[src/design/vsr_pkg.sv]
package vsr_pkg;

  // Default depth of the sprite attribute memory
  localparam int unsigned SPRITE_RAM_BYTES_DEF = 256;

  // Item kinds
  localparam logic [2:0] MODE_BUS_RD    = 3'd0;
  localparam logic [2:0] MODE_BUS_WR    = 3'd1;
  localparam logic [2:0] MODE_MEM_RET   = 3'd2;
  localparam logic [2:0] MODE_FRAME     = 3'd3;
  localparam logic [2:0] MODE_LINE      = 3'd4;
  localparam logic [2:0] MODE_VBL_START = 3'd5;
  localparam logic [2:0] MODE_VBL_END   = 3'd6;

  // Register indexes
  localparam logic [2:0] REG_CTRL     = 3'd0;
  localparam logic [2:0] REG_MASK     = 3'd1;
  localparam logic [2:0] REG_STATUS   = 3'd2;
  localparam logic [2:0] REG_SPR_PTR  = 3'd3;
  localparam logic [2:0] REG_SPR_DATA = 3'd4;
  localparam logic [2:0] REG_SCROLL   = 3'd5;
  localparam logic [2:0] REG_ADDR     = 3'd6;
  localparam logic [2:0] REG_DATA     = 3'd7;

  // Video memory request codes
  localparam logic [1:0] MEM_REQ_NONE = 2'd0;
  localparam logic [1:0] MEM_REQ_RD   = 2'd1;
  localparam logic [1:0] MEM_REQ_WR   = 2'd2;

  // Scroll address field masks
  localparam logic [15:0] TMP_NT_KEEP     = 16'hF3FF;
  localparam logic [15:0] TMP_CX_KEEP     = 16'hFFE0;
  localparam logic [15:0] TMP_CY_KEEP     = 16'hFC1F;
  localparam logic [15:0] TMP_FY_KEEP     = 16'h8FFF;
  localparam logic [15:0] TMP_LO_KEEP     = 16'h00FF;
  localparam logic [15:0] TMP_HI_KEEP     = 16'hFF00;
  localparam logic [15:0] CUR_VERT_KEEP   = 16'hFBE0;
  localparam logic [15:0] TMP_HORIZ       = 16'h041F;
  localparam logic [15:0] FINE_Y_FIELD    = 16'h7000;
  localparam logic [15:0] COARSE_Y_FIELD  = 16'h03E0;
  localparam logic [15:0] COARSE_Y_ROW29  = 16'h03A0;
  localparam logic [15:0] NT_VERT_FLIP    = 16'h0800;
  localparam logic [15:0] FINE_Y_ONE      = 16'h1000;
  localparam logic [15:0] COARSE_Y_ONE    = 16'h0020;

  typedef struct packed {
    logic [2:0] mode;
    logic [2:0] reg_sel;
    logic [7:0] wdata;
    logic       hit_report;
    logic       overflow_report;
  } vsr_in_t;

  typedef struct packed {
    logic [7:0]  rdata;
    logic [1:0]  mem_req;
    logic [13:0] mem_addr;
    logic [7:0]  mem_wdata;
    logic        nmi_on_vblank;
    logic [8:0]  line_number;
  } vsr_out_t;

  // Sprite memory write port
  typedef struct packed {
    logic       en;
    logic [7:0] idx;
    logic [7:0] data;
  } vsr_spr_wr_t;

endpackage

[src/design/video_scroll_register_file.sv]
// Scroll register file of a tile video processor. Every input beat (a bus
// read or write, a returned video memory byte or a frame event) yields one
// result beat, registered on the output side; a new beat is taken every cycle
// while the result register is empty or being drained, so the sustained rate
// is one beat per cycle, each result showing in the cycle after its beat. The
// sprite attribute memory has one write port; entry zero is read every cycle
// through a register and a write to it is forwarded to the scanline check.
// The memory is not cleared at reset: no clearing pass delays the first beat.
module video_scroll_register_file
  import vsr_pkg::*;
#(
  parameter int unsigned SPRITE_RAM_BYTES = SPRITE_RAM_BYTES_DEF
) (
  input  logic     clk,
  input  logic     rst_n,
  input  logic     in_valid,
  output logic     in_ready,
  input  vsr_in_t  in_data,
  output logic     out_valid,
  input  logic     out_ready,
  output vsr_out_t out_data
);

  vsr_spr_wr_t spr_wr;
  vsr_out_t    res;
  vsr_out_t    out_data_r;
  logic        out_valid_r;
  logic [7:0]  spr0;
  logic        in_acc;

  assign in_ready = !out_valid_r || out_ready;
  assign in_acc   = in_valid && in_ready;

  vsr_sprite_mem #(.BYTES(SPRITE_RAM_BYTES)) u_mem (
    .clk   (clk),
    .rst_n (rst_n),
    .wr    (spr_wr),
    .spr0  (spr0)
  );

  vsr_core #(.BYTES(SPRITE_RAM_BYTES)) u_core (
    .clk    (clk),
    .rst_n  (rst_n),
    .step   (in_acc),
    .item   (in_data),
    .spr0   (spr0),
    .spr_wr (spr_wr),
    .res    (res)
  );

  // Hold the result beat until taken
  always_ff @(posedge clk) begin
    if (!rst_n) begin
      out_valid_r <= 1'b0;
    end else if (in_acc) begin
      out_valid_r <= 1'b1;
    end else if (out_ready) begin
      out_valid_r <= 1'b0;
    end
  end

  always_ff @(posedge clk) begin
    if (in_acc) begin
      out_data_r <= res;
    end
  end

  assign out_valid = out_valid_r;
  assign out_data  = out_data_r;

  // Control write shows its interrupt enable in the next result
  a_ctrl_nmi: assert property (@(posedge clk) disable iff (!rst_n)
    in_acc && in_data.mode == MODE_BUS_WR && in_data.reg_sel == REG_CTRL
    |=> out_data.nmi_on_vblank == $past(in_data.wdata[7]))
    else $error("interrupt enable does not follow control write");

  // Frame start restarts the line counter
  a_frame_line: assert property (@(posedge clk) disable iff (!rst_n)
    in_acc && in_data.mode == MODE_FRAME |=> out_data.line_number == 9'd0)
    else $error("line counter not cleared at frame start");

  // Only bus reads return data
  a_rdata_zero: assert property (@(posedge clk) disable iff (!rst_n)
    in_acc && in_data.mode != MODE_BUS_RD |=> out_data.rdata == 8'd0)
    else $error("read data on a beat that is not a bus read");

  // Memory writes only come from data port writes
  a_mem_wr: assert property (@(posedge clk) disable iff (!rst_n)
    in_acc && !(in_data.mode == MODE_BUS_WR && in_data.reg_sel == REG_DATA)
    |=> out_data.mem_req != MEM_REQ_WR)
    else $error("unexpected video memory write request");

endmodule

[src/design/vsr_sprite_mem.sv]
module vsr_sprite_mem
  import vsr_pkg::*;
#(
  parameter int unsigned BYTES = SPRITE_RAM_BYTES_DEF
) (
  input  logic        clk,
  input  logic        rst_n,
  input  vsr_spr_wr_t wr,
  output logic [7:0]  spr0
);

  localparam int unsigned AW = $clog2(BYTES);

  logic [7:0] mem [BYTES];
  logic [7:0] rd_r;
  logic       fwd_r;
  logic [7:0] fwd_data_r;

  // Write port and a synchronous read of entry zero
  always_ff @(posedge clk) begin
    if (wr.en) begin
      mem[wr.idx[AW-1:0]] <= wr.data;
    end
    rd_r       <= mem[0];
    fwd_data_r <= wr.data;
  end

  // Track a write to entry zero that the registered read missed
  always_ff @(posedge clk) begin
    if (!rst_n) begin
      fwd_r <= 1'b0;
    end else begin
      fwd_r <= wr.en && (wr.idx == 8'd0);
    end
  end

  assign spr0 = fwd_r ? fwd_data_r : rd_r;

endmodule

[src/design/vsr_core.sv]
module vsr_core
  import vsr_pkg::*;
#(
  parameter int unsigned BYTES = SPRITE_RAM_BYTES_DEF
) (
  input  logic        clk,
  input  logic        rst_n,
  input  logic        step,
  input  vsr_in_t     item,
  input  logic [7:0]  spr0,
  output vsr_spr_wr_t spr_wr,
  output vsr_out_t    res
);

  localparam logic [8:0] BYTES_W = 9'(BYTES);

  logic [7:0]  ctrl_r, ctrl_nxt;
  logic [7:0]  mask_r, mask_nxt;
  logic [7:0]  status_r, status_nxt;
  logic [15:0] tmp_r, tmp_nxt;
  logic [15:0] cur_r, cur_nxt;
  logic        toggle_r, toggle_nxt;
  logic [7:0]  rbuf_r, rbuf_nxt;
  logic [7:0]  ptr_r, ptr_nxt;
  logic [8:0]  line_r, line_nxt;

  logic        render_on;
  logic [15:0] addr_inc;
  logic [15:0] v;
  logic [9:0]  spr_top;
  logic [9:0]  spr_bot;
  logic        on_line;

  // Reduce the sprite pointer into the memory depth
  function automatic logic [7:0] spr_index(input logic [7:0] p);
    logic [8:0] x;
    x = {1'b0, p};
    for (int k = 0; k < 4; k++) begin
      if (x >= BYTES_W) begin
        x = x - BYTES_W;
      end
    end
    return x[7:0];
  endfunction

  assign render_on = (mask_r[3] || mask_r[4]);
  assign addr_inc  = ctrl_r[2] ? 16'd32 : 16'd1;
  assign spr_top   = {2'b00, spr0} + 10'd1;
  assign spr_bot   = spr_top + (ctrl_r[5] ? 10'd16 : 10'd8);
  assign on_line   = ({1'b0, line_r} >= spr_top) && ({1'b0, line_r} < spr_bot);

  // Copy the horizontal bits and step the vertical scroll position for the next line
  always_comb begin
    v = (cur_r & CUR_VERT_KEEP) | (tmp_r & TMP_HORIZ);
    if ((v & FINE_Y_FIELD) == FINE_Y_FIELD) begin
      v = v & TMP_FY_KEEP;
      if ((v & COARSE_Y_FIELD) == COARSE_Y_ROW29) begin
        v = (v ^ NT_VERT_FLIP) & TMP_CY_KEEP;
      end else if ((v & COARSE_Y_FIELD) == COARSE_Y_FIELD) begin
        v = v & TMP_CY_KEEP;
      end else begin
        v = v + COARSE_Y_ONE;
      end
    end else begin
      v = v + FINE_Y_ONE;
    end
  end

  // Decode one beat into next state and its result
  always_comb begin
    ctrl_nxt   = ctrl_r;
    mask_nxt   = mask_r;
    status_nxt = status_r;
    tmp_nxt    = tmp_r;
    cur_nxt    = cur_r;
    toggle_nxt = toggle_r;
    rbuf_nxt   = rbuf_r;
    ptr_nxt    = ptr_r;
    line_nxt   = line_r;
    spr_wr     = '{en: 1'b0, idx: spr_index(ptr_r), data: item.wdata};
    res        = '0;

    unique case (item.mode)
      MODE_BUS_RD: begin
        if (item.reg_sel == REG_STATUS) begin
          res.rdata  = status_r;
          status_nxt = status_r & 8'h7F;
          toggle_nxt = 1'b0;
        end else if (item.reg_sel == REG_DATA) begin
          res.rdata    = rbuf_r;
          res.mem_req  = MEM_REQ_RD;
          res.mem_addr = cur_r[13:0];
          cur_nxt      = cur_r + addr_inc;
        end
      end
      MODE_BUS_WR: begin
        unique case (item.reg_sel)
          REG_CTRL: begin
            ctrl_nxt = item.wdata;
            tmp_nxt  = (tmp_r & TMP_NT_KEEP) | {4'd0, item.wdata[1:0], 10'd0};
          end
          REG_MASK:    mask_nxt = item.wdata;
          REG_SPR_PTR: ptr_nxt  = item.wdata;
          REG_SPR_DATA: begin
            spr_wr.en = step;
            ptr_nxt   = ptr_r + 8'd1;
          end
          REG_SCROLL: begin
            toggle_nxt = !toggle_r;
            if (!toggle_r) begin
              tmp_nxt = (tmp_r & TMP_CX_KEEP) | {11'd0, item.wdata[7:3]};
            end else begin
              tmp_nxt = (tmp_r & TMP_CY_KEEP & TMP_FY_KEEP)
                      | {1'b0, item.wdata[2:0], 2'b00, item.wdata[7:3], 5'd0};
            end
          end
          REG_ADDR: begin
            toggle_nxt = !toggle_r;
            if (!toggle_r) begin
              tmp_nxt = (tmp_r & TMP_LO_KEEP) | {2'b00, item.wdata[5:0], 8'd0};
            end else begin
              tmp_nxt = (tmp_r & TMP_HI_KEEP) | {8'd0, item.wdata};
              cur_nxt = tmp_nxt;
            end
          end
          REG_DATA: begin
            res.mem_req   = MEM_REQ_WR;
            res.mem_addr  = cur_r[13:0];
            res.mem_wdata = item.wdata;
            cur_nxt       = cur_r + addr_inc;
          end
          default: ;
        endcase
      end
      MODE_MEM_RET: rbuf_nxt = item.wdata;
      MODE_FRAME: begin
        line_nxt = 9'd0;
        if (render_on) begin
          cur_nxt = tmp_r;
        end
      end
      MODE_LINE: begin
        if (render_on) begin
          if (mask_r[4]) begin
            if (item.hit_report && on_line) begin
              status_nxt[6] = 1'b1;
            end
            status_nxt[5] = item.overflow_report;
          end
          cur_nxt = v;
        end
        line_nxt = line_r + 9'd1;
      end
      MODE_VBL_START: status_nxt = status_r | 8'h80;
      MODE_VBL_END:   status_nxt = status_r & 8'h3F;
      default: ;
    endcase

    res.nmi_on_vblank = ctrl_nxt[7];
    res.line_number   = line_nxt;
  end

  // Hold state between beats, advance on each accepted beat
  always_ff @(posedge clk) begin
    if (!rst_n) begin
      ctrl_r   <= '0;
      mask_r   <= '0;
      status_r <= '0;
      tmp_r    <= '0;
      cur_r    <= '0;
      toggle_r <= 1'b0;
      rbuf_r   <= '0;
      ptr_r    <= '0;
      line_r   <= '0;
    end else if (step) begin
      ctrl_r   <= ctrl_nxt;
      mask_r   <= mask_nxt;
      status_r <= status_nxt;
      tmp_r    <= tmp_nxt;
      cur_r    <= cur_nxt;
      toggle_r <= toggle_nxt;
      rbuf_r   <= rbuf_nxt;
      ptr_r    <= ptr_nxt;
      line_r   <= line_nxt;
    end
  end

endmodule

[config.mk]
export PLATFORM = sky130hd
export DESIGN_NAME = video_scroll_register_file
export DESIGN_NICKNAME = d
export VERILOG_FILES = /design/src/design/vsr_pkg.sv /design/src/design/video_scroll_register_file.sv /design/src/design/vsr_sprite_mem.sv /design/src/design/vsr_core.sv
export SDC_FILE = /design/constraint.sdc
export NUM_CORES = 1
export LEC_CHECK = 0
export BUFFER_PORTS_ARGS = -buffer_cell sky130_fd_sc_hd__buf_4
export CORE_AREA = 2 2 171 173
export CTS_CLUSTER_DIAMETER = 30
export DETAILED_ROUTE_END_ITERATION = 6
export DIE_AREA = 0 0 173 175
export PLACE_DENSITY_LB_ADDON = 0.15
export SLEW_MARGIN = 40
export SYNTH_ARGS = -nofsm -noshare
export SYNTH_HDL_FRONTEND = slang
export SYNTH_SLANG_ARGS = --single-unit
[constraint.sdc]
create_clock -name clk -period 4.8 [get_ports clk]
set_input_delay 0.96 -clock clk [delete_from_list [all_inputs] [get_ports clk]]
set_output_delay 0.96 -clock clk [all_outputs]
set_load 0.01 [all_outputs]
==> results of run 1 <==
==> flip-flops by register name (all words and copies together), names as in the netlist, named ones only <==
| signal | flops |
|---|---|
| u_core.rbuf_r | 8 |
| u_core.ctrl_r | 3 |
| u_core.ptr_r | 8 |
| u_mem.mem | 8 |
| u_mem.rd_r | 8 |
| u_core.toggle_r | 1 |
| u_core.line_r | 9 |
| u_mem.fwd_data_r | 8 |
| u_mem.fwd_r | 1 |
| out_data | 42 |
| u_core.cur_r | 15 |
| u_core.mask_r | 2 |
| u_core.tmp_r | 2 |
| u_core.status_r | 3 |
| out_valid | 1 |
==> per-layer routing <==
layer  share of wire  vias up  GRT usage  routed length (um)
li1                -     2806          -                   -
met1            0.49     2776     0.1870               10120
met2            0.46      105     0.2238                9569
met3           0.031       26    0.02654                 639
met4           0.021        0    0.05049                 441
met5               0        -          0                   0
==> power by group <==
part	switching, uW	internal (uW)	total [uW]
Sequential	22.1	1200	1220
Clock	550	814	1360
Combinational	152	86.4	239
Total	724	2100	2820
==> cell usage in the layout, fill, tap and decap left out, drive strengths merged, types with 27 or more instances in the layout <==
cell    synthesis  final
nand2          49     49
inv            25     34
o21ai          45     45
edfxtp         50     50
a21oi          36     36
nand3          27     27
ha             29     29
dfxtp          82     82
nor2           54     54
buf            20     69
and2           37     37
==> logic make-up after synthesis <==
logic type	count (synthesis)	share of synthesized area
DFF	132	0.4467
adders and majority gates	30	0.05442
AOI/OAI and AO/OA	195	0.1956
xor gates and xnor gates	12	0.01494
muxes	24	0.03468
buffers and inverters	73	0.04570
and+or+nand+nor	265	0.2079
==> through the flow <==
| step | setup WS, ns | power, uW | instances | hold slack [ns] |
|---|---|---|---|---|
| global route | 0.5643 | 2931 | 1169 | 0.3494 |
| finish | 0.9171 | 2819 | 1169 | 0.3409 |
| detailed placement | 0.9798 | 1485 | 1137 | 0.3269 |
| global placement | 1.025 | 1484 | 1137 | 0.3239 |
| CTS | 0.9202 | 2862 | 1169 | 0.3436 |
| floorplan | 1.157 | 1379 | 731 | 0.3233 |
==> area by class of cell <==
type / instances / share of cell area
multi-input cells: 526 / 0.4247
flip-flops and latches: 132 / 0.3726
repair buffers: 69 / 0.06142
well taps: 384 / 0.05696
clock buffers: 19 / 0.05385
clock inverters: 13 / 0.01854
inverters: 26 / 0.01187
==> path summary, 6_finish.rpt <==
check / endpoint / slack, ns / cells after the start
max: u_core.status_r[6] / 0.92 / 15
max reg2reg: u_core.status_r[6] / 0.92 / 15
min reg2reg: u_mem.rd_r[5] / 0.34 / 0
min: u_mem.rd_r[5] / 0.34 / 0
==> results.json, run 1 <==
{
  "status": "finished, final reports clean",
  "core_sq_mm": 0.02839,
  "fmax_ghz": 0.2575,
  "avgViaCountPerCell": 4.887,
  "initial_core_util": 0.2478,
  "wirelength_um": 20770,
  "power_density_mw_per_mm2": 334.3,
  "worst-path-buf-inv": 1,
  "drc": 0,
  "yosys_register_bits": 132,
  "rsz0062_at_grt": "false",
  "cp_data_required_time_ns": 5.14,
  "cts_resized": 0,
  "grt_first_pass_wirelength_um": 33050,
  "crit_start": "u_mem.fwd_r",
  "wl_per_cell_um": 17.76,
  "ys_warn_count": 0,
  "cts_htree_levels": 4,
  "gr-total-overflow": 0,
  "fin_skew_ns": 0.01241,
  "multiInputGateArea_sq_mm": 0.003582,
  "vias": 5713,
  "start_kind": "flip-flop",
  "cp_cell_sequence": "mux2_2 > ha_1 > nand4b_1 > nand2_1 > xnor2_1 > inv_1 > fa_1 > nor3_1 > xor2_1 > ha_1 > a21o_1 > nand2_1 > nand4b_1 > o31a_1 > nor3_1",
  "crit_family": "adder cells",
  "setup_tns_ns": 0,
  "grt_max_degree": 46,
  "tritoncts": "built",
  "regArea_sq_mm": 0.003143,
  "die_y_um": 175,
  "postCtsHoldBufs": 0,
  "clk_latency_ns": 0.43,
  "syn2layout_area_growth_pct": 19.88,
  "synth_fp_nets": 781,
  "ioPinCount": 64,
  "dieWidth_um": 173,
  "finalWeightedCongestion": 0.8023,
  "hp-start": "u_mem.mem[0][5]",
  "yosysTopAreaCell": "dfxtp_1",
  "fillCellCount": 3062,
  "synth_top_area_share": 0.2333,
  "antenna_found_initial": 0,
  "timing.rr.start": "u_mem.fwd_r",
  "placed_cell_area_sq_mm": 0.007824,
  "cpMaxStageDelayCell": "dfxtp_1",
  "first_pass_iters": 4,
  "grt_usage": 0.1395,
  "arrival_ns": 4.22,
  "port-buffer-count": 63,
  "drt_iter0_markers": 319,
  "synth_common_cells": "dfxtp_1, nor2_1, edfxtp_1",
  "post-route-min-period_ns": 3.883,
  "hold_class": "reg2reg",
  "clk_pin_slew_ns": 0.06,
  "yosysSeqAreaShare": 0.4467,
  "tightest_slew_ns": 0.7075,
  "slew_headroom": 0.5247,
  "clock_sinks": 132,
  "cts-root-buf": "clkbuf_16",
  "synthTopCellsByArea": "dfxtp_1, edfxtp_1, ha_1",
  "synth-edff-count": 50,
  "design_area_sq_mm": 0.008434,
  "yosysMostFrequentCell": "dfxtp_1",
  "slowest_delay_ns": 0.73,
  "endpoint_kind": "flip-flop",
  "postCtsSetupBuffers": 0,
  "finalCritPeriodShare": 0.8089,
  "ys_types": 87,
  "post_route_cells_drive_above_1_share": 0.1592,
  "hold_viol_final": 0,
  "async_reset_ff_frac": 0,
  "max_cap_violations": 0,
  "num_rows": 62,
  "die-area_sq_mm": 0.03028,
  "cts_buffers": 17,
  "cts.path.max_buffers": 2,
  "synth_ff_type": "dfxtp_1",
  "leakagePower_uw": 0.003086,
  "final_nets": 822,
  "worstPathMaxFanout": 19,
  "antenna_left": 0,
  "synthCells": 731,
  "grt_pass1_vias": 5597,
  "syn_area_sq_mm": 0.007035,
  "critical_path_class": "reg2reg",
  "vdd_drop_max_mv": 0.2227,
  "dp_hpwl_um": 14100,
  "syn_avg_cell_area_sq_um": 9.624,
  "setup_viol": 0,
  "num_antenna_cells": 0,
  "fin_util": 0.2971,
  "finalMaxSlewViolations": 0
}
(Power assumes the default switching activity.)
==> run 2, diff against run 1 <==
- clock period: 4.8 -> 3.3 ns (I/O delays scaled with it)
==> results.json, run 2 (synthesized netlist as in run 1, its figures left out) <==
{
  "status": "finished, final reports clean",
  "fmax_ghz": 0.3202,
  "cts.path.max_buffers": 2,
  "gr-total-overflow": 0,
  "first_pass_iters": 5,
  "timing.rr.start": "u_mem.fwd_r",
  "p_total_uw": 4029,
  "fin_util": 0.3016,
  "die_y_um": 175,
  "port-buffer-count": 63,
  "clock_sinks": 132,
  "finalMaxSlewViolations": 0,
  "cp_data_required_time_ns": 3.64,
  "p_int_uw": 2978,
  "hold_viol_final": 0,
  "finalWeightedCongestion": 0.7841,
  "core_sq_mm": 0.02839,
  "cts_buffers": 17,
  "dp_hpwl_um": 14180,
  "worst_slack_ns": 0.1766,
  "fin_skew_ns": 0.01106,
  "vias": 5730,
  "drt_iter0_markers": 359,
  "holdWs_ns": 0.3382,
  "reg2reg_depth": 15,
  "drc": 0,
  "antenna_found_initial": 0,
  "num_rows": 62,
  "rsz0062_at_grt": "false",
  "cts_htree_levels": 4,
  "arrival_ns": 3.46,
  "cpMaxStageDelayCell": "dfxtp_4",
  "avgViaCountPerCell": 4.835,
  "slew_headroom": 0.5613,
  "largest_reg_flops": 42,
  "clk_latency_ns": 0.42,
  "cts-root-buf": "clkbuf_16",
  "syn2layout_area_growth_pct": 21.70,
  "ioPinCount": 64,
  "die-area_sq_mm": 0.03028,
  "wirelength_um": 20510,
  "cp_cell_sequence": "mux2_4 > ha_4 > nand4b_1 > nand2_1 > xnor2_2 > inv_2 > fa_2 > nor3_2 > xor2_1 > ha_1 > a21o_1 > nand2_1 > nand4b_1 > o31a_1 > nor3_1",
  "combPwrFrac": 0.088,
  "post-route-min-period_ns": 3.123,
  "final_nets": 838,
  "r2r_slack_ns": 0.18,
  "antenna_left": 0,
  "power_density_mw_per_mm2": 470.6,
  "initial_core_util": 0.2478,
  "setup_viol": 0,
  "grt_first_pass_wirelength_um": 32630,
  "wl_per_cell_um": 17.30,
  "grt_pass1_vias": 5584,
  "clk_pin_slew_ns": 0.06,
  "max_cap_violations": 0,
  "critical_path_class": "reg2reg",
  "final_common_cell": "buf_4",
  "hp-start": "u_mem.mem[0][4]",
  "grt_usage": 0.1377,
  "place_ws_ns": 0.05208,
  "clockPowerShare": 0.473,
  "finalCritPeriodShare": 0.9465,
  "vdd_drop_max_mv": 0.3098,
  "setup_tns_ns": 0,
  "p_sw_uw": 1052,
  "swShare": 0.2610,
  "num_antenna_cells": 0,
  "tightest_slew_ns": 0.6530,
  "worstPathMaxFanout": 3,
  "endpoint_kind": "flip-flop",
  "hold_end": "u_mem.rd_r[4]",
  "r2r_end": "u_core.status_r[6]",
  "pwr-share-seq": 0.439,
  "slowest_delay_ns": 0.37,
  "hold_class": "reg2reg",
  "tritoncts": "built",
  "min_path_cells": 0,
  "leakagePower_uw": 0.003163,
  "mostFrequentLayoutCells": "buf_4, dfxtp_1, nor2_1",
  "post_route_cells_drive_above_1_share": 0.1823,
  "dieWidth_um": 173,
  "grt_max_degree": 46,
  "start_kind": "flip-flop"
}
run 2: cell count changes in the layout (fill, tap and decap cells not counted), sizes merged:
| cell | delta |
|---|---|
| clkinvlp | +1 |
| bufinv | -1 |
| inv | -1 |
| clkinv | +1 |
| buf | +16 |
run 2: final cells by class:
type	instances	area, sq um
multi-input combinational	526	3606
clock inverter	13	136.4
clock buffer	19	454.2
fill	3045	19830
timing repair buffer	85	638.1
sequential	132	3147
inverter	26	100.1
tap	384	480.5
run 2: layer usage:
| metal | routed length [um] | global-route usage |
|---|---|---|
| met4 | 366 | 0.04308 |
| met2 | 9525 | 0.2195 |
| met3 | 467 | 0.02328 |
| met5 | 0 | 0 |
| met1 | 10150 | 0.1901 |
run 2: worst max-delay path: cells and delay by family (launching register included):
family / cells / cell delay [ns]
flops: 1 / 0.37
buf+inv: 1 / 0.07
mux: 1 / 0.31
xor+xnor: 2 / 0.36
compound gates: 2 / 0.47
fa+ha+maj: 3 / 0.79
simple gates: 6 / 0.69
run 2: stage by stage:
stage / cells / instance area (sq um)
2_1_floorplan: 731 / 7054
3_3_place_gp: 1152 / 7930
3_5_place_dp: 1152 / 7933
4_1_cts: 1184 / 8523
5_1_grt: 1185 / 8562
6_report: 1185 / 8562
run 2: how the worst max path moves through the flow:
stage | from | endpoint | slack (ns) | cells after the start
floorplan | u_mem.fwd_r | u_core.status_r[6] | 0.02 | 17
global placement | u_mem.fwd_r | u_core.status_r[6] | 0.08 | 15
detailed placement | u_mem.fwd_r | u_core.status_r[6] | 0.05 | 15
CTS | u_mem.fwd_r | u_core.status_r[6] | 0.02 | 15
global route | u_mem.fwd_r | u_core.status_r[6] | 0.001 | 16
finish | u_mem.fwd_r | u_core.status_r[6] | 0.18 | 15
run 2: timing repair:
action                                  CTS  global route
hold buffers                              0             0
buffers inserted                          0             1
endpoints found under the setup margin    0             1
gates resized for setup                   0             8
run 2: power by group through the flow:
stage | registers [uW] | clock network, uW | logic [uW]
floorplan | 1810 | 0 | 193
global placement | 1810 | 0 | 360
detailed placement | 1810 | 0 | 359
CTS | 1770 | 1970 | 361
global route | 1770 | 2050 | 394
finish | 1770 | 1910 | 355
